[src/rtl/core/mdbc_pkg.sv]
`timescale 1ns / 1ps
// -----------------------------------------------------------------------------
// mdbc_pkg
// types, codes and widths shared by the manual drive boost controller
// -----------------------------------------------------------------------------
package mdbc_pkg;

	localparam int CFG_IDX_W  = 3;
	localparam int CFG_DATA_W = 26;
	localparam int CNT_W      = 4;
	localparam int RES_MAX    = 5;
	localparam int RES_IDX_W  = 3;
	localparam int SQRT_STEPS = 16;
	localparam int DIV_STEPS  = 8;
	localparam int GDIV_STEPS = 7;

	// register indexes
	localparam logic [CFG_IDX_W-1:0] CFG_TILT_RANGE = 3'd0;
	localparam logic [CFG_IDX_W-1:0] CFG_DEADZONE   = 3'd1;
	localparam logic [CFG_IDX_W-1:0] CFG_SPEED_FS   = 3'd2;
	localparam logic [CFG_IDX_W-1:0] CFG_RESEND     = 3'd3;
	localparam logic [CFG_IDX_W-1:0] CFG_DRAIN      = 3'd4;
	localparam logic [CFG_IDX_W-1:0] CFG_FILL       = 3'd5;

	// request types
	localparam logic [1:0] REQ_PRESS   = 2'd0;
	localparam logic [1:0] REQ_RELEASE = 2'd1;
	localparam logic [1:0] REQ_TICK    = 2'd2;
	localparam logic [1:0] REQ_NONE    = 2'd3;

	// buttons
	localparam logic [2:0] KEY_A     = 3'd0;
	localparam logic [2:0] KEY_B     = 3'd1;
	localparam logic [2:0] KEY_MENU  = 3'd2;
	localparam logic [2:0] KEY_UP    = 3'd3;
	localparam logic [2:0] KEY_DOWN  = 3'd4;
	localparam logic [2:0] KEY_LEFT  = 3'd5;
	localparam logic [2:0] KEY_RIGHT = 3'd6;
	localparam logic [2:0] KEY_OTHER = 3'd7;

	// direction bits
	localparam logic [3:0] DIR_UP    = 4'b0001;
	localparam logic [3:0] DIR_DOWN  = 4'b0010;
	localparam logic [3:0] DIR_LEFT  = 4'b0100;
	localparam logic [3:0] DIR_RIGHT = 4'b1000;

	// message kinds
	localparam logic [2:0] KIND_DRIVE = 3'd0;
	localparam logic [2:0] KIND_SPEED = 3'd1;
	localparam logic [2:0] KIND_BOOST = 3'd2;
	localparam logic [2:0] KIND_HONK  = 3'd3;
	localparam logic [2:0] KIND_GAUGE = 3'd4;

	localparam logic [6:0] GAUGE_FULL = 7'd100;
	localparam logic [6:0] GAUGE_SAT  = 7'd127;

	typedef struct packed {
		logic [1:0]         req_type;
		logic [2:0]         button;
		logic [19:0]        elapsed_us;
		logic signed [15:0] accel_x;
		logic signed [15:0] accel_y;
		logic signed [15:0] accel_z;
		logic               accel_present;
	} item_t;

	typedef struct packed {
		logic [2:0] kind;
		logic [3:0] dir;
		logic [7:0] speed;
		logic       flag;
		logic [6:0] level;
	} msg_t;

	typedef struct packed {
		logic load;
		logic sq;
		logic sqrt_step;
		logic div_init;
		logic div_step;
		logic eval_a;
		logic gmul;
		logic gdiv_init;
		logic gdiv_step;
		logic eval_b;
		logic emit_next;
	} cmd_t;

	typedef struct packed {
		logic gauge_go;
		logic empty;
		logic last;
	} sts_t;

	typedef enum logic [3:0] {
		S_IDLE,
		S_SQ,
		S_SQRT,
		S_DINIT,
		S_DIV,
		S_EVAL_A,
		S_GMUL,
		S_GDINIT,
		S_GDIV,
		S_EVAL_B,
		S_EMIT
	} state_t;

endpackage

[src/rtl/core/mdbc_if.sv]
`timescale 1ns / 1ps
// -----------------------------------------------------------------------------
// mdbc channel interfaces
// request, result and register write channels with valid/ready
// -----------------------------------------------------------------------------
interface mdbc_req_if;
	logic               valid;
	logic               ready;
	logic [1:0]         req_type;
	logic [2:0]         button;
	logic [19:0]        elapsed_us;
	logic signed [15:0] accel_x;
	logic signed [15:0] accel_y;
	logic signed [15:0] accel_z;
	logic               accel_present;

	modport source (output valid, req_type, button, elapsed_us, accel_x, accel_y,
		accel_z, accel_present, input ready);
	modport sink (input valid, req_type, button, elapsed_us, accel_x, accel_y,
		accel_z, accel_present, output ready);
endinterface

interface mdbc_rsp_if;
	logic       valid;
	logic       ready;
	logic [2:0] msg_kind;
	logic [3:0] drive_dir;
	logic [7:0] drive_speed;
	logic       boost_flag;
	logic [6:0] gauge_level;
	logic       last_of_run;

	modport source (output valid, msg_kind, drive_dir, drive_speed, boost_flag,
		gauge_level, last_of_run, input ready);
	modport sink (input valid, msg_kind, drive_dir, drive_speed, boost_flag,
		gauge_level, last_of_run, output ready);
endinterface

interface mdbc_cfg_if;
	logic        valid;
	logic        ready;
	logic [2:0]  index;
	logic [25:0] data;

	modport source (output valid, index, data, input ready);
	modport sink (input valid, index, data, output ready);
endinterface

[src/rtl/core/mdbc_ctrl.sv]
`timescale 1ns / 1ps
// -----------------------------------------------------------------------------
// mdbc_ctrl
// sequencer: steps the datapath through tilt, speed, gauge and emission
// -----------------------------------------------------------------------------
module mdbc_ctrl
	import mdbc_pkg::*;
(
	input  logic clk,
	input  logic arst_n,
	input  logic in_valid,
	output logic in_ready,
	output logic out_valid,
	input  logic out_ready,
	output cmd_t cmd,
	input  sts_t sts
);

	state_t           state_q, state_d;
	logic [CNT_W-1:0] cnt_q, cnt_d;

	always_ff @(posedge clk or negedge arst_n) begin
		if (!arst_n) begin
			state_q <= S_IDLE;
			cnt_q   <= '0;
		end else begin
			state_q <= state_d;
			cnt_q   <= cnt_d;
		end
	end

	always_comb begin
		state_d   = state_q;
		cnt_d     = cnt_q;
		cmd       = '0;
		in_ready  = 1'b0;
		out_valid = 1'b0;
		case (state_q)
			S_IDLE: begin
				in_ready = 1'b1;
				if (in_valid) begin
					cmd.load = 1'b1;
					state_d  = S_SQ;
				end
			end
			S_SQ: begin
				cmd.sq  = 1'b1;
				cnt_d   = '0;
				state_d = S_SQRT;
			end
			S_SQRT: begin
				cmd.sqrt_step = 1'b1;
				cnt_d         = cnt_q + 1'b1;
				if (cnt_q == CNT_W'(SQRT_STEPS - 1))
					state_d = S_DINIT;
			end
			S_DINIT: begin
				cmd.div_init = 1'b1;
				cnt_d        = '0;
				state_d      = S_DIV;
			end
			S_DIV: begin
				cmd.div_step = 1'b1;
				cnt_d        = cnt_q + 1'b1;
				if (cnt_q == CNT_W'(DIV_STEPS - 1))
					state_d = S_EVAL_A;
			end
			S_EVAL_A: begin
				cmd.eval_a = 1'b1;
				state_d    = sts.gauge_go ? S_GMUL : S_EMIT;
			end
			S_GMUL: begin
				cmd.gmul = 1'b1;
				state_d  = S_GDINIT;
			end
			S_GDINIT: begin
				cmd.gdiv_init = 1'b1;
				cnt_d         = '0;
				state_d       = S_GDIV;
			end
			S_GDIV: begin
				cmd.gdiv_step = 1'b1;
				cnt_d         = cnt_q + 1'b1;
				if (cnt_q == CNT_W'(GDIV_STEPS - 1))
					state_d = S_EVAL_B;
			end
			S_EVAL_B: begin
				cmd.eval_b = 1'b1;
				state_d    = S_EMIT;
			end
			S_EMIT: begin
				if (sts.empty) begin
					state_d = S_IDLE;
				end else begin
					out_valid = 1'b1;
					if (out_ready) begin
						if (sts.last)
							state_d = S_IDLE;
						else
							cmd.emit_next = 1'b1;
					end
				end
			end
			default: state_d = S_IDLE;
		endcase
	end

endmodule

[src/rtl/core/mdbc_dp.sv]
`timescale 1ns / 1ps
// -----------------------------------------------------------------------------
// mdbc_dp
// datapath: registers, tilt, isqrt, dividers, event logic and result buffer
// -----------------------------------------------------------------------------
module mdbc_dp
	import mdbc_pkg::*;
(
	input  logic                  clk,
	input  logic                  arst_n,
	input  cmd_t                  cmd,
	output sts_t                  sts,
	input  item_t                 item,
	input  logic                  cfg_we,
	input  logic [CFG_IDX_W-1:0]  cfg_index,
	input  logic [CFG_DATA_W-1:0] cfg_data,
	output msg_t                  res,
	output logic                  res_last
);

	function automatic logic signed [15:0] clampr(logic signed [16:0] v,
		logic signed [16:0] r);
		if (v > r) return r[15:0];
		if (v < -r) return 16'(-r);
		return v[15:0];
	endfunction

	function automatic logic [31:0] sat_add(logic [31:0] a, logic [19:0] b);
		logic [32:0] s;
		s = {1'b0, a} + 33'(b);
		return s[32] ? 32'hFFFF_FFFF : s[31:0];
	endfunction

	function automatic logic [3:0] dir_bit(logic [2:0] b);
		case (b)
			KEY_UP:    return DIR_UP;
			KEY_DOWN:  return DIR_DOWN;
			KEY_LEFT:  return DIR_LEFT;
			KEY_RIGHT: return DIR_RIGHT;
			default:   return 4'b0000;
		endcase
	endfunction

	function automatic msg_t mk(logic [2:0] k, logic [3:0] d, logic [7:0] s,
		logic f, logic [6:0] l);
		msg_t m;
		m.kind  = k;
		m.dir   = d;
		m.speed = s;
		m.flag  = f;
		m.level = l;
		return m;
	endfunction

	// configuration
	logic [14:0] tr_q, dz_q;
	logic [7:0]  sfs_q;
	logic [19:0] rsi_q;
	logic [25:0] drn_q, fil_q;

	// controller state
	logic [3:0]  held_q, last_q;
	logic        bh_q, bon_q;
	logic [6:0]  gauge_q, gstart_q;
	logic [31:0] belap_q, relap_q;

	// current item
	logic [1:0]         req_q;
	logic [2:0]         btn_q;
	logic [19:0]        el_q;
	logic               present_q, tilt_ok_q;
	logic signed [15:0] x_q, y_q;
	logic [3:0]         cdir_q;

	// arithmetic units
	logic [31:0] rem_q, res_q, bit_q;
	logic [22:0] drem_q, ddvs_q;
	logic [7:0]  dquo_q;
	logic [38:0] prod_q;
	logic [32:0] grem_q, gdvs_q;
	logic [6:0]  gquo_q, goval_q;
	logic        gover_q;

	// results
	msg_t                 buf_q [RES_MAX];
	logic [RES_IDX_W-1:0] cnt_q, idx_q;

	logic signed [16:0] r17, d17, ax17, nay17, x17, y17;
	logic signed [31:0] xx, yy;
	logic [3:0]         cdir_d;
	logic [31:0]        sq_t;
	logic [15:0]        mag, m16;
	logic [14:0]        span, m15;
	logic [7:0]         spd;
	logic [25:0]        tsel;
	logic [6:0]         q7;

	assign r17   = {2'b00, tr_q};
	assign d17   = {2'b00, dz_q};
	assign ax17  = {item.accel_x[15], item.accel_x};
	assign nay17 = -{item.accel_y[15], item.accel_y};
	assign x17   = {x_q[15], x_q};
	assign y17   = {y_q[15], y_q};
	assign xx    = x_q * x_q;
	assign yy    = y_q * y_q;
	assign sq_t  = res_q + bit_q;
	assign mag   = res_q[15:0];
	assign span  = tr_q - dz_q;
	assign m16   = (mag > {1'b0, dz_q}) ? mag - {1'b0, dz_q} : 16'd0;
	assign m15   = (m16 > {1'b0, span}) ? span : m16[14:0];
	assign spd   = (tilt_ok_q && tr_q > dz_q) ? dquo_q : 8'd0;
	assign tsel  = bon_q ? drn_q : fil_q;
	assign q7    = gover_q ? goval_q : gquo_q;

	always_comb begin
		cdir_d = 4'b0000;
		if (present_q && tilt_ok_q) begin
			if (y17 < -d17) cdir_d = cdir_d | DIR_RIGHT;
			else if (y17 > d17) cdir_d = cdir_d | DIR_LEFT;
			if (x17 < -d17) cdir_d = cdir_d | DIR_DOWN;
			else if (x17 > d17) cdir_d = cdir_d | DIR_UP;
		end
	end

	// event handling before the gauge update
	logic [3:0]           a_h, a_ls;
	logic                 a_bh, a_bo, a_go;
	logic [6:0]           a_gs;
	logic [31:0]          a_be, a_re;
	msg_t                 a_buf [RES_MAX];
	logic [RES_IDX_W-1:0] a_n;

	function automatic msg_t drive_msg(logic [3:0] h, logic p, logic [3:0] cd,
		logic [7:0] s);
		if (h == 4'b0000 && p && s != 8'd0)
			return mk(KIND_SPEED, cd, s, 1'b0, 7'd0);
		return mk(KIND_DRIVE, h, 8'd0, 1'b0, 7'd0);
	endfunction

	always_comb begin
		msg_t m;
		logic on;
		m    = '0;
		a_h  = held_q;
		a_ls = last_q;
		a_bh = bh_q;
		a_bo = bon_q;
		a_gs = gstart_q;
		a_be = belap_q;
		a_re = relap_q;
		a_go = 1'b0;
		a_n  = '0;
		for (int i = 0; i < RES_MAX; i++)
			a_buf[i] = buf_q[i];
		on = (gauge_q != 7'd0) ? 1'b1 : bon_q;
		case (req_q)
			REQ_PRESS: begin
				if (btn_q == KEY_A) begin
					a_bh = 1'b1;
					if (a_h != 4'b0000) begin
						a_bo = on; a_buf[a_n] = mk(KIND_BOOST, 4'd0, 8'd0, on, 7'd0);
						a_n = a_n + 1'b1; a_be = '0; a_gs = gauge_q;
					end
				end else if (btn_q == KEY_B) begin
					a_buf[a_n] = mk(KIND_HONK, 4'd0, 8'd0, 1'b0, 7'd0);
					a_n = a_n + 1'b1;
				end else if (btn_q != KEY_MENU) begin
					if (a_bh) begin
						a_bo = on; a_buf[a_n] = mk(KIND_BOOST, 4'd0, 8'd0, on, 7'd0);
						a_n = a_n + 1'b1; a_be = '0; a_gs = gauge_q;
					end
					a_h = a_h | dir_bit(btn_q);
					m = drive_msg(a_h, present_q, cdir_q, spd);
					a_ls = m.dir; a_buf[a_n] = m; a_n = a_n + 1'b1;
					a_re = '0;
				end
			end
			REQ_RELEASE: begin
				if (btn_q == KEY_A) begin
					a_bh = 1'b0;
					if (a_bo) begin
						a_bo = 1'b0; a_buf[a_n] = mk(KIND_BOOST, 4'd0, 8'd0, 1'b0, 7'd0);
						a_n = a_n + 1'b1; a_be = '0; a_gs = gauge_q;
					end
				end else begin
					a_h = a_h & ~dir_bit(btn_q);
					m = drive_msg(a_h, present_q, cdir_q, spd);
					a_ls = m.dir; a_buf[a_n] = m; a_n = a_n + 1'b1;
					a_re = '0;
				end
				if (a_h == 4'b0000 && cdir_q == 4'b0000 && a_bo) begin
					a_bo = 1'b0; a_buf[a_n] = mk(KIND_BOOST, 4'd0, 8'd0, 1'b0, 7'd0);
					a_n = a_n + 1'b1; a_be = '0; a_gs = gauge_q;
				end
			end
			REQ_TICK: begin
				if (present_q) begin
					if (a_bh && cdir_q != 4'b0000 && !a_bo && gauge_q != 7'd0) begin
						a_bo = 1'b1; a_buf[a_n] = mk(KIND_BOOST, 4'd0, 8'd0, 1'b1, 7'd0);
						a_n = a_n + 1'b1; a_be = '0; a_gs = gauge_q;
					end
					if (a_h == 4'b0000 && cdir_q == 4'b0000 && a_bo) begin
						a_bo = 1'b0; a_buf[a_n] = mk(KIND_BOOST, 4'd0, 8'd0, 1'b0, 7'd0);
						a_n = a_n + 1'b1; a_be = '0; a_gs = gauge_q;
					end
					m = drive_msg(a_h, present_q, cdir_q, spd);
					a_ls = m.dir; a_buf[a_n] = m; a_n = a_n + 1'b1;
					a_re = '0;
				end
				if (!(a_ls == a_h && a_h == 4'b0000)) begin
					a_re = sat_add(a_re, el_q);
					if (a_re >= {12'd0, rsi_q}) begin
						a_re = '0;
						m = drive_msg(a_h, present_q, cdir_q, spd);
						a_ls = m.dir; a_buf[a_n] = m; a_n = a_n + 1'b1;
					end
				end
				if (!((!a_bo && gauge_q == GAUGE_FULL) || (a_bo && gauge_q == 7'd0))) begin
					a_go = 1'b1;
					a_be = sat_add(a_be, el_q);
				end
			end
			default: a_n = '0;
		endcase
	end

	// gauge update after the timing division
	logic [6:0]           b_g, b_gs;
	logic                 b_bo;
	logic [31:0]          b_be;
	msg_t                 b_buf [RES_MAX];
	logic [RES_IDX_W-1:0] b_n;

	always_comb begin
		logic [7:0] s8;
		b_bo = bon_q;
		b_be = belap_q;
		b_gs = gstart_q;
		b_n  = cnt_q;
		for (int i = 0; i < RES_MAX; i++)
			b_buf[i] = buf_q[i];
		s8 = {1'b0, gstart_q} + {1'b0, q7};
		if (bon_q)
			b_g = (q7 >= gstart_q) ? 7'd0 : gstart_q - q7;
		else
			b_g = (s8 >= {1'b0, GAUGE_FULL}) ? GAUGE_FULL : s8[6:0];
		if (bon_q && b_g == 7'd0) begin
			b_bo = 1'b0; b_buf[b_n] = mk(KIND_BOOST, 4'd0, 8'd0, 1'b0, 7'd0);
			b_n = b_n + 1'b1; b_be = '0; b_gs = b_g;
		end
		b_buf[b_n] = mk(KIND_GAUGE, 4'd0, 8'd0, b_bo, b_g);
		b_n = b_n + 1'b1;
	end

	always_ff @(posedge clk or negedge arst_n) begin
		if (!arst_n) begin
			tr_q     <= 15'd4096;
			dz_q     <= 15'd1024;
			sfs_q    <= 8'd255;
			rsi_q    <= 20'd100000;
			drn_q    <= 26'd3000000;
			fil_q    <= 26'd10000000;
			held_q   <= '0;
			last_q   <= '0;
			bh_q     <= 1'b0;
			bon_q    <= 1'b0;
			gauge_q  <= GAUGE_FULL;
			gstart_q <= GAUGE_FULL;
			belap_q  <= '0;
			relap_q  <= '0;
			cnt_q    <= '0;
			idx_q    <= '0;
		end else begin
			if (cfg_we) begin
				case (cfg_index)
					CFG_TILT_RANGE: tr_q  <= cfg_data[14:0];
					CFG_DEADZONE:   dz_q  <= cfg_data[14:0];
					CFG_SPEED_FS:   sfs_q <= cfg_data[7:0];
					CFG_RESEND:     rsi_q <= cfg_data[19:0];
					CFG_DRAIN:      drn_q <= cfg_data[25:0];
					CFG_FILL:       fil_q <= cfg_data[25:0];
					default: ;
				endcase
			end
			if (cmd.load) begin
				cnt_q <= '0;
				idx_q <= '0;
			end
			if (cmd.eval_a) begin
				held_q   <= a_h;
				last_q   <= a_ls;
				bh_q     <= a_bh;
				bon_q    <= a_bo;
				gstart_q <= a_gs;
				belap_q  <= a_be;
				relap_q  <= a_re;
				cnt_q    <= a_n;
			end
			if (cmd.eval_b) begin
				gauge_q  <= b_g;
				bon_q    <= b_bo;
				belap_q  <= b_be;
				gstart_q <= b_gs;
				cnt_q    <= b_n;
			end
			if (cmd.emit_next)
				idx_q <= idx_q + 1'b1;
		end
	end

	// payload and arithmetic registers
	always_ff @(posedge clk) begin
		if (cmd.load) begin
			req_q     <= item.req_type;
			btn_q     <= item.button;
			el_q      <= item.elapsed_us;
			present_q <= item.accel_present;
			tilt_ok_q <= (item.accel_z > 16'sd0);
			y_q       <= clampr(ax17, r17);
			x_q       <= clampr(nay17, r17);
		end
		if (cmd.sq) begin
			cdir_q <= cdir_d;
			rem_q  <= $unsigned(xx) + $unsigned(yy);
			res_q  <= '0;
			bit_q  <= 32'h4000_0000;
		end
		if (cmd.sqrt_step) begin
			if (rem_q >= sq_t) begin
				rem_q <= rem_q - sq_t;
				res_q <= (res_q >> 1) + bit_q;
			end else begin
				res_q <= res_q >> 1;
			end
			bit_q <= bit_q >> 2;
		end
		if (cmd.div_init) begin
			drem_q <= 23'(m15) * 23'(sfs_q);
			ddvs_q <= {1'b0, span, 7'd0};
			dquo_q <= '0;
		end
		if (cmd.div_step) begin
			if (drem_q >= ddvs_q) begin
				drem_q <= drem_q - ddvs_q;
				dquo_q <= {dquo_q[6:0], 1'b1};
			end else begin
				dquo_q <= {dquo_q[6:0], 1'b0};
			end
			ddvs_q <= ddvs_q >> 1;
		end
		if (cmd.gmul)
			prod_q <= 39'(belap_q) * 39'(GAUGE_FULL);
		if (cmd.gdiv_init) begin
			gover_q <= (tsel == 26'd0) || (prod_q >= {6'd0, tsel, 7'd0});
			goval_q <= (tsel == 26'd0) ? GAUGE_FULL : GAUGE_SAT;
			grem_q  <= prod_q[32:0];
			gdvs_q  <= {1'b0, tsel, 6'd0};
			gquo_q  <= '0;
		end
		if (cmd.gdiv_step) begin
			if (grem_q >= gdvs_q) begin
				grem_q <= grem_q - gdvs_q;
				gquo_q <= {gquo_q[5:0], 1'b1};
			end else begin
				gquo_q <= {gquo_q[5:0], 1'b0};
			end
			gdvs_q <= gdvs_q >> 1;
		end
		if (cmd.eval_a) begin
			for (int i = 0; i < RES_MAX; i++)
				buf_q[i] <= a_buf[i];
		end
		if (cmd.eval_b) begin
			for (int i = 0; i < RES_MAX; i++)
				buf_q[i] <= b_buf[i];
		end
	end

	assign res          = buf_q[idx_q];
	assign res_last     = (idx_q == cnt_q - 1'b1);
	assign sts.gauge_go = a_go;
	assign sts.empty    = (cnt_q == '0);
	assign sts.last     = res_last;

endmodule

[src/rtl/core/manual_drive_boost_controller_unit.sv]
// an item is accepted only while idle; the block then runs the isqrt, the speed
//   divider and, on a gauge update, the gauge multiply and divider, then the results
// one item at a time: no new item is taken until its results are handed out
// the item's results then follow one per cycle while the sink is ready
// reset (arst_n low, asynchronous): registers to defaults, gauge full, no results pending
`timescale 1ns / 1ps
// -----------------------------------------------------------------------------
// manual_drive_boost_controller_unit
// remote drive input logic: buttons, tilt steering and boost gauge messages
// -----------------------------------------------------------------------------
module manual_drive_boost_controller_unit
	import mdbc_pkg::*;
(
	input logic        clk,
	input logic        arst_n,
	mdbc_req_if.sink   req,
	mdbc_rsp_if.source rsp,
	mdbc_cfg_if.sink   cfg
);

	cmd_t  cmd;
	sts_t  sts;
	item_t item;
	msg_t  res;
	logic  res_last;

	// the user keeps register writes to while the block is idle; writes are not gated
	assign cfg.ready = 1'b1;

	// pack the request fields for the datapath
	assign item.req_type      = req.req_type;
	assign item.button        = req.button;
	assign item.elapsed_us    = req.elapsed_us;
	assign item.accel_x       = req.accel_x;
	assign item.accel_y       = req.accel_y;
	assign item.accel_z       = req.accel_z;
	assign item.accel_present = req.accel_present;

	// sequencer: accepts an item, runs the isqrt, the speed divider and, on a gauge
	// update, the gauge divider, then hands out the buffered results one per handshake
	mdbc_ctrl u_ctrl (
		.clk       (clk),
		.arst_n    (arst_n),
		.in_valid  (req.valid),
		.in_ready  (req.ready),
		.out_valid (rsp.valid),
		.out_ready (rsp.ready),
		.cmd       (cmd),
		.sts       (sts)
	);

	// datapath: holds the registers, drive state, gauge and the result buffer
	mdbc_dp u_dp (
		.clk       (clk),
		.arst_n    (arst_n),
		.cmd       (cmd),
		.sts       (sts),
		.item      (item),
		.cfg_we    (cfg.valid),
		.cfg_index (cfg.index),
		.cfg_data  (cfg.data),
		.res       (res),
		.res_last  (res_last)
	);

	// result fields straight from the buffer entry being shown
	assign rsp.msg_kind    = res.kind;
	assign rsp.drive_dir   = res.dir;
	assign rsp.drive_speed = res.speed;
	assign rsp.boost_flag  = res.flag;
	assign rsp.gauge_level = res.level;
	assign rsp.last_of_run = res_last;

endmodule

[src/flat_wrapper.sv]
// flat-port wrapper written by rule: the top's interface ports become plain ports
module manual_drive_boost_controller_unit_flat import mdbc_pkg::*;
  (clk, arst_n, req_valid, req_req_type, req_button, req_elapsed_us, req_accel_x, req_accel_y, req_accel_z, req_accel_present, req_ready, rsp_valid, rsp_msg_kind, rsp_drive_dir, rsp_drive_speed, rsp_boost_flag, rsp_gauge_level, rsp_last_of_run, rsp_ready, cfg_valid, cfg_index, cfg_data, cfg_ready);
  mdbc_req_if req_i ();
  mdbc_rsp_if rsp_i ();
  mdbc_cfg_if cfg_i ();
  input logic clk;
  input logic arst_n;
  input wire logic [$bits(req_i.valid)-1:0] req_valid;
  input wire logic [$bits(req_i.req_type)-1:0] req_req_type;
  input wire logic [$bits(req_i.button)-1:0] req_button;
  input wire logic [$bits(req_i.elapsed_us)-1:0] req_elapsed_us;
  input wire logic [$bits(req_i.accel_x)-1:0] req_accel_x;
  input wire logic [$bits(req_i.accel_y)-1:0] req_accel_y;
  input wire logic [$bits(req_i.accel_z)-1:0] req_accel_z;
  input wire logic [$bits(req_i.accel_present)-1:0] req_accel_present;
  output wire logic [$bits(req_i.ready)-1:0] req_ready;
  output wire logic [$bits(rsp_i.valid)-1:0] rsp_valid;
  output wire logic [$bits(rsp_i.msg_kind)-1:0] rsp_msg_kind;
  output wire logic [$bits(rsp_i.drive_dir)-1:0] rsp_drive_dir;
  output wire logic [$bits(rsp_i.drive_speed)-1:0] rsp_drive_speed;
  output wire logic [$bits(rsp_i.boost_flag)-1:0] rsp_boost_flag;
  output wire logic [$bits(rsp_i.gauge_level)-1:0] rsp_gauge_level;
  output wire logic [$bits(rsp_i.last_of_run)-1:0] rsp_last_of_run;
  input wire logic [$bits(rsp_i.ready)-1:0] rsp_ready;
  input wire logic [$bits(cfg_i.valid)-1:0] cfg_valid;
  input wire logic [$bits(cfg_i.index)-1:0] cfg_index;
  input wire logic [$bits(cfg_i.data)-1:0] cfg_data;
  output wire logic [$bits(cfg_i.ready)-1:0] cfg_ready;
  assign req_i.valid = req_valid;
  assign req_i.req_type = req_req_type;
  assign req_i.button = req_button;
  assign req_i.elapsed_us = req_elapsed_us;
  assign req_i.accel_x = req_accel_x;
  assign req_i.accel_y = req_accel_y;
  assign req_i.accel_z = req_accel_z;
  assign req_i.accel_present = req_accel_present;
  assign req_ready = req_i.ready;
  assign rsp_valid = rsp_i.valid;
  assign rsp_msg_kind = rsp_i.msg_kind;
  assign rsp_drive_dir = rsp_i.drive_dir;
  assign rsp_drive_speed = rsp_i.drive_speed;
  assign rsp_boost_flag = rsp_i.boost_flag;
  assign rsp_gauge_level = rsp_i.gauge_level;
  assign rsp_last_of_run = rsp_i.last_of_run;
  assign rsp_i.ready = rsp_ready;
  assign cfg_i.valid = cfg_valid;
  assign cfg_i.index = cfg_index;
  assign cfg_i.data = cfg_data;
  assign cfg_ready = cfg_i.ready;
  manual_drive_boost_controller_unit u_core (.clk(clk), .arst_n(arst_n), .req(req_i), .rsp(rsp_i), .cfg(cfg_i));
endmodule
[config.mk]
export PLATFORM = sky130hd
export DESIGN_NAME = manual_drive_boost_controller_unit_flat
export DESIGN_NICKNAME = d
export VERILOG_FILES = /design/src/rtl/core/mdbc_pkg.sv /design/src/rtl/core/mdbc_if.sv /design/src/rtl/core/mdbc_ctrl.sv /design/src/rtl/core/mdbc_dp.sv /design/src/rtl/core/manual_drive_boost_controller_unit.sv /design/src/flat_wrapper.sv
export SDC_FILE = /design/constraint.sdc
export NUM_CORES = 2
export LEC_CHECK = 0
export BUFFER_PORTS_ARGS = -buffer_cell sky130_fd_sc_hd__buf_4
export CAP_MARGIN = 10
export CELL_PAD_IN_SITES_DETAIL_PLACEMENT = 0
export CELL_PAD_IN_SITES_GLOBAL_PLACEMENT = 1
export CORE_ASPECT_RATIO = 1.5
export CORE_MARGIN = 1
export CORE_UTILIZATION = 56
export DETAILED_ROUTE_END_ITERATION = 16
export PLACE_DENSITY_LB_ADDON = 0.08
export SKIP_LAST_GASP = 1
export SYNTH_ARGS = -nofsm -noshare
export SYNTH_HDL_FRONTEND = slang
export SYNTH_SLANG_ARGS = --single-unit
export TNS_END_PERCENT = 5
[constraint.sdc]
create_clock -name clk -period 19.2 [get_ports clk]
set_input_delay 2.88 -clock clk [delete_from_list [all_inputs] [get_ports clk]]
set_output_delay 2.88 -clock clk [all_outputs]
set_load 0.005 [all_outputs]
==> results_dict.tcl <==
set metrics [dict create \
    cp.arrival_ns 11.08 \
    end_kind "flip-flop" \
    violations "design-rule violations" \
    muxShareOfSynthArea_pct 3.80 \
    crit_type "reg2reg" \
    slew_headroom_pct 13.5 \
    mostFrequentLayoutCells "inv_1 (1,082), ha_1 (693), fa_1 (638)" \
    die_w_um 288 \
    port_buffers 133 \
    grt_pass1_vias 55900 \
    yosysWarnings 0 \
    met2_usage_pct 57.4 \
    synth_top_area_share_pct 18.5 \
    fin_nets 8854 \
    min_period_over_period_pct 54.7 \
    clock_latency_ns 0.71 \
    hold_start "u_core.u_dp.relap_q[14]$_DFFE_PN0P_" \
    synth-compound-area-share_pct 14.8 \
    startpoint "u_core.u_dp.dz_q[8]$_DFFE_PN0P_" \
    r2r-start "u_core.u_dp.dz_q[8]$_DFFE_PN0P_" \
    crit_required_ns 19.79 \
    async_reset_ff_share_pct 33.4 \
    synth_fp_nets 8807 \
    io-pin-count 135 \
    slew_violations 0 \
    root_buffer "clkbuf_16" \
    dr.pass1.iters 11 \
    reg2reg_slack_ns 8.71 \
    place_congestion 0.949 \
    hold_path_class "reg2reg" \
    die_area_um2 125000 \
    grt_antenna_before_repair 19 \
    synth_top_family_by_area "adder cells" \
    num_rows 157 \
    finalCriticalPeriod_ns 10.49 \
    cts_tree "done" \
    vias 54100 \
    cts.clk_slew.worst_paths_ns 0.06 \
    yosys.area.top_type "fa_1" \
    netlist-cell-type-count 105 \
    fin_tns_setup_ns 0 \
    synth-simple-area-share_pct 13.9 \
    cp-start-kind "flip-flop" \
    fin_worst_skew_ns 0.0525 \
    cts-resized-gates 0 \
    h-tree-depth 3 \
    critPathMaxFanout 13 \
    avgSynthCellArea_um2 9.35 \
    grt_max_degree 96 \
    cpMaxStageDelayCell "mux2i_1" \
    cts_buffers 72 \
    via_per_inst 5.95 \
    met1_usage_pct 38.7 \
    synth_area_leaders "fa_1 (19%), edfxtp_1 (15%), ha_1 (13%)" \
    synth-seq-cells 634 \
    multi_input_area_um2 46900 \
    regArea_um2 17100 \
    dp_hpwl_um 160000 \
    grt_pass1_wl_um 314000 \
    rsz0062_at_grt "false" \
    synth-xor-area-share_pct 4.28 \
    ant_nets 0 \
    areaGrowthSynthToFinish_pct 7.89 \
    layout-drive-gt1-share_pct 8.16 \
    synthesis.area_um2 68900 \
    final_common_cell "inv_1" \
    cts_setup_buffers 0 \
    grt_usage_pct 32.9 \
    gr-usage-met3_pct 4.39 \
    drt-wirelength-per-cell_um 22.2 \
    busiest_layer "met2" \
    synth_edf_count 333 \
    finalSetupViolCount 0 \
    start_util_pct 56.5 \
    synth_ff_type "edfxtp_1" \
    worst_pin_slew_ns 1.29 \
    overflow 0 \
    cts_max_path_buffers 3 \
    drt_wl_total_um 202000 \
    status "finished, violations left" \
    crit_path_frequent_cell "a21oi_1" \
    drv_cap 0 \
    die_h_um 432 \
    n_fill_cell 10700 \
    drt_drc_violations_left 21 \
    max_stage_delay_ns 0.80 \
    syn_inst 7368 \
    fmax_mhz 95.3 \
    cts_hold_repair.buffers 0 \
    synthAdderAreaFrac_pct 31.1 \
    core_um2 122000 \
    hold_violations 0 \
    ys_seq_area_share_pct 24.9 \
    cts.sinks 634 \
    drt_iter0_drc 2890 \
]
==> synth_stat cells (all sizes together), types with 96 or more instances <==
library cell  number
xnor2            200
nor2             473
nor2b            165
nor3             104
ha               693
nand3            102
fa               638
and2             163
clkbuf           213
a31oi             96
mux2             117
dfrtp            172
edfxtp           333
a21oi            408
inv             1085
a21o             136
xor2             137
o21ai            320
nand2            615
==> routing by layer <==
| metal | part of all wire (%) | wire [µm] | vias to the layer above |
|---|---|---|---|
| met5 | 0.093 | 188 | - |
| met4 | 6.2 | 12500 | 30 |
| met3 | 5.4 | 10900 | 462 |
| met2 | 50 | 100000 | 1465 |
| met1 | 39 | 77800 | 26900 |
| li1 | - | - | 25300 |
==> metrics by stage <==
step | hold WS, ns | instance area [µm²] | std cells | util (%) | worst slack, ns
final | 0.468 | 74400 | 9084 | 61.0 | 8.71
after global routing | 0.480 | 74300 | 9074 | 60.9 | 7.87
after CTS | 0.472 | 74300 | 9064 | 60.9 | 8.66
after detailed placement | 0.457 | 71700 | 8930 | 58.8 | 8.65
after global placement | 0.450 | 71700 | 8929 | 58.8 | 8.73
after floorplan | 0.441 | 68900 | 7368 | - | 10.15
==> state kept, by name, summed over array words and instances (netlist names), 16 cells and up <==
signal	cells
u_core.u_dp.buf_q	115
u_core.u_dp.prod_q	37
u_core.u_dp.grem_q	33
u_core.u_dp.belap_q	32
u_core.u_dp.gdvs_q	32
u_core.u_dp.relap_q	32
u_core.u_dp.rem_q	32
u_core.u_dp.res_q	32
u_core.u_dp.drn_q	26
u_core.u_dp.fil_q	26
u_core.u_dp.drem_q	23
u_core.u_dp.ddvs_q	22
u_core.u_dp.el_q	20
u_core.u_dp.rsi_q	20
u_core.u_dp.bit_q	16
u_core.u_dp.x_q	16
u_core.u_dp.y_q	16
==> cell type report <==
cell class                      count  share of cell area (%)
Inverter                         1087                    5.49
Antenna cell                       19                  0.0639
Clock inverter                     43                   0.750
Sequential cell                   634                    23.0
Tap cell                         1590                    2.68
Timing Repair Buffer              214                    2.18
Clock buffer                       91                    2.69
Multi-Input combinational cell   5406                    63.1
==> kinds of logic (layout without fill, tap and decap cells) <==
kind of cell	Yosys count	in the layout
compound gates	1544	1544
xor+xnor	337	337
fa+ha+maj	1331	1331
buf+inv	1328	1435
flops	634	634
mux	218	218
other cells	1	20
simple gates	1975	1975
==> path summary, 6_finish.rpt <==
| path | endpoint | cells past startpoint |
|---|---|---|
| hold reg to reg | u_core.u_dp.relap_q[14]$_DFFE_PN0P_ | 1 |
| min in group asynchronous | u_core.u_dp.idx_q[1]$_DFFE_PN0P_ | 1 |
| setup / recovery | u_core.u_dp.drem_q[22]$_DFF_P_ | 42 |
| hold / removal | u_core.u_dp.relap_q[14]$_DFFE_PN0P_ | 1 |
| setup reg to reg | u_core.u_dp.drem_q[22]$_DFF_P_ | 42 |
| max in group asynchronous | u_core.u_dp.belap_q[23]$_DFFE_PN0P_ | 3 |
==> critical path: cells and delay by family, from the launching register on <==
kind | cells | cell delay (ns)
AOI/OAI and AO/OA | 20 | 3.84
xor gates and xnor gates | 1 | 0.13
and+or+nand+nor | 8 | 1.80
muxes | 1 | 0.80
adders and majority gates | 7 | 2.91
DFF | 1 | 0.39
buffers and inverters | 5 | 0.51
Power is left out: the tool's default activity adds up to more than one toggle a clock period on the data nets, which glitch-free logic cannot reach.
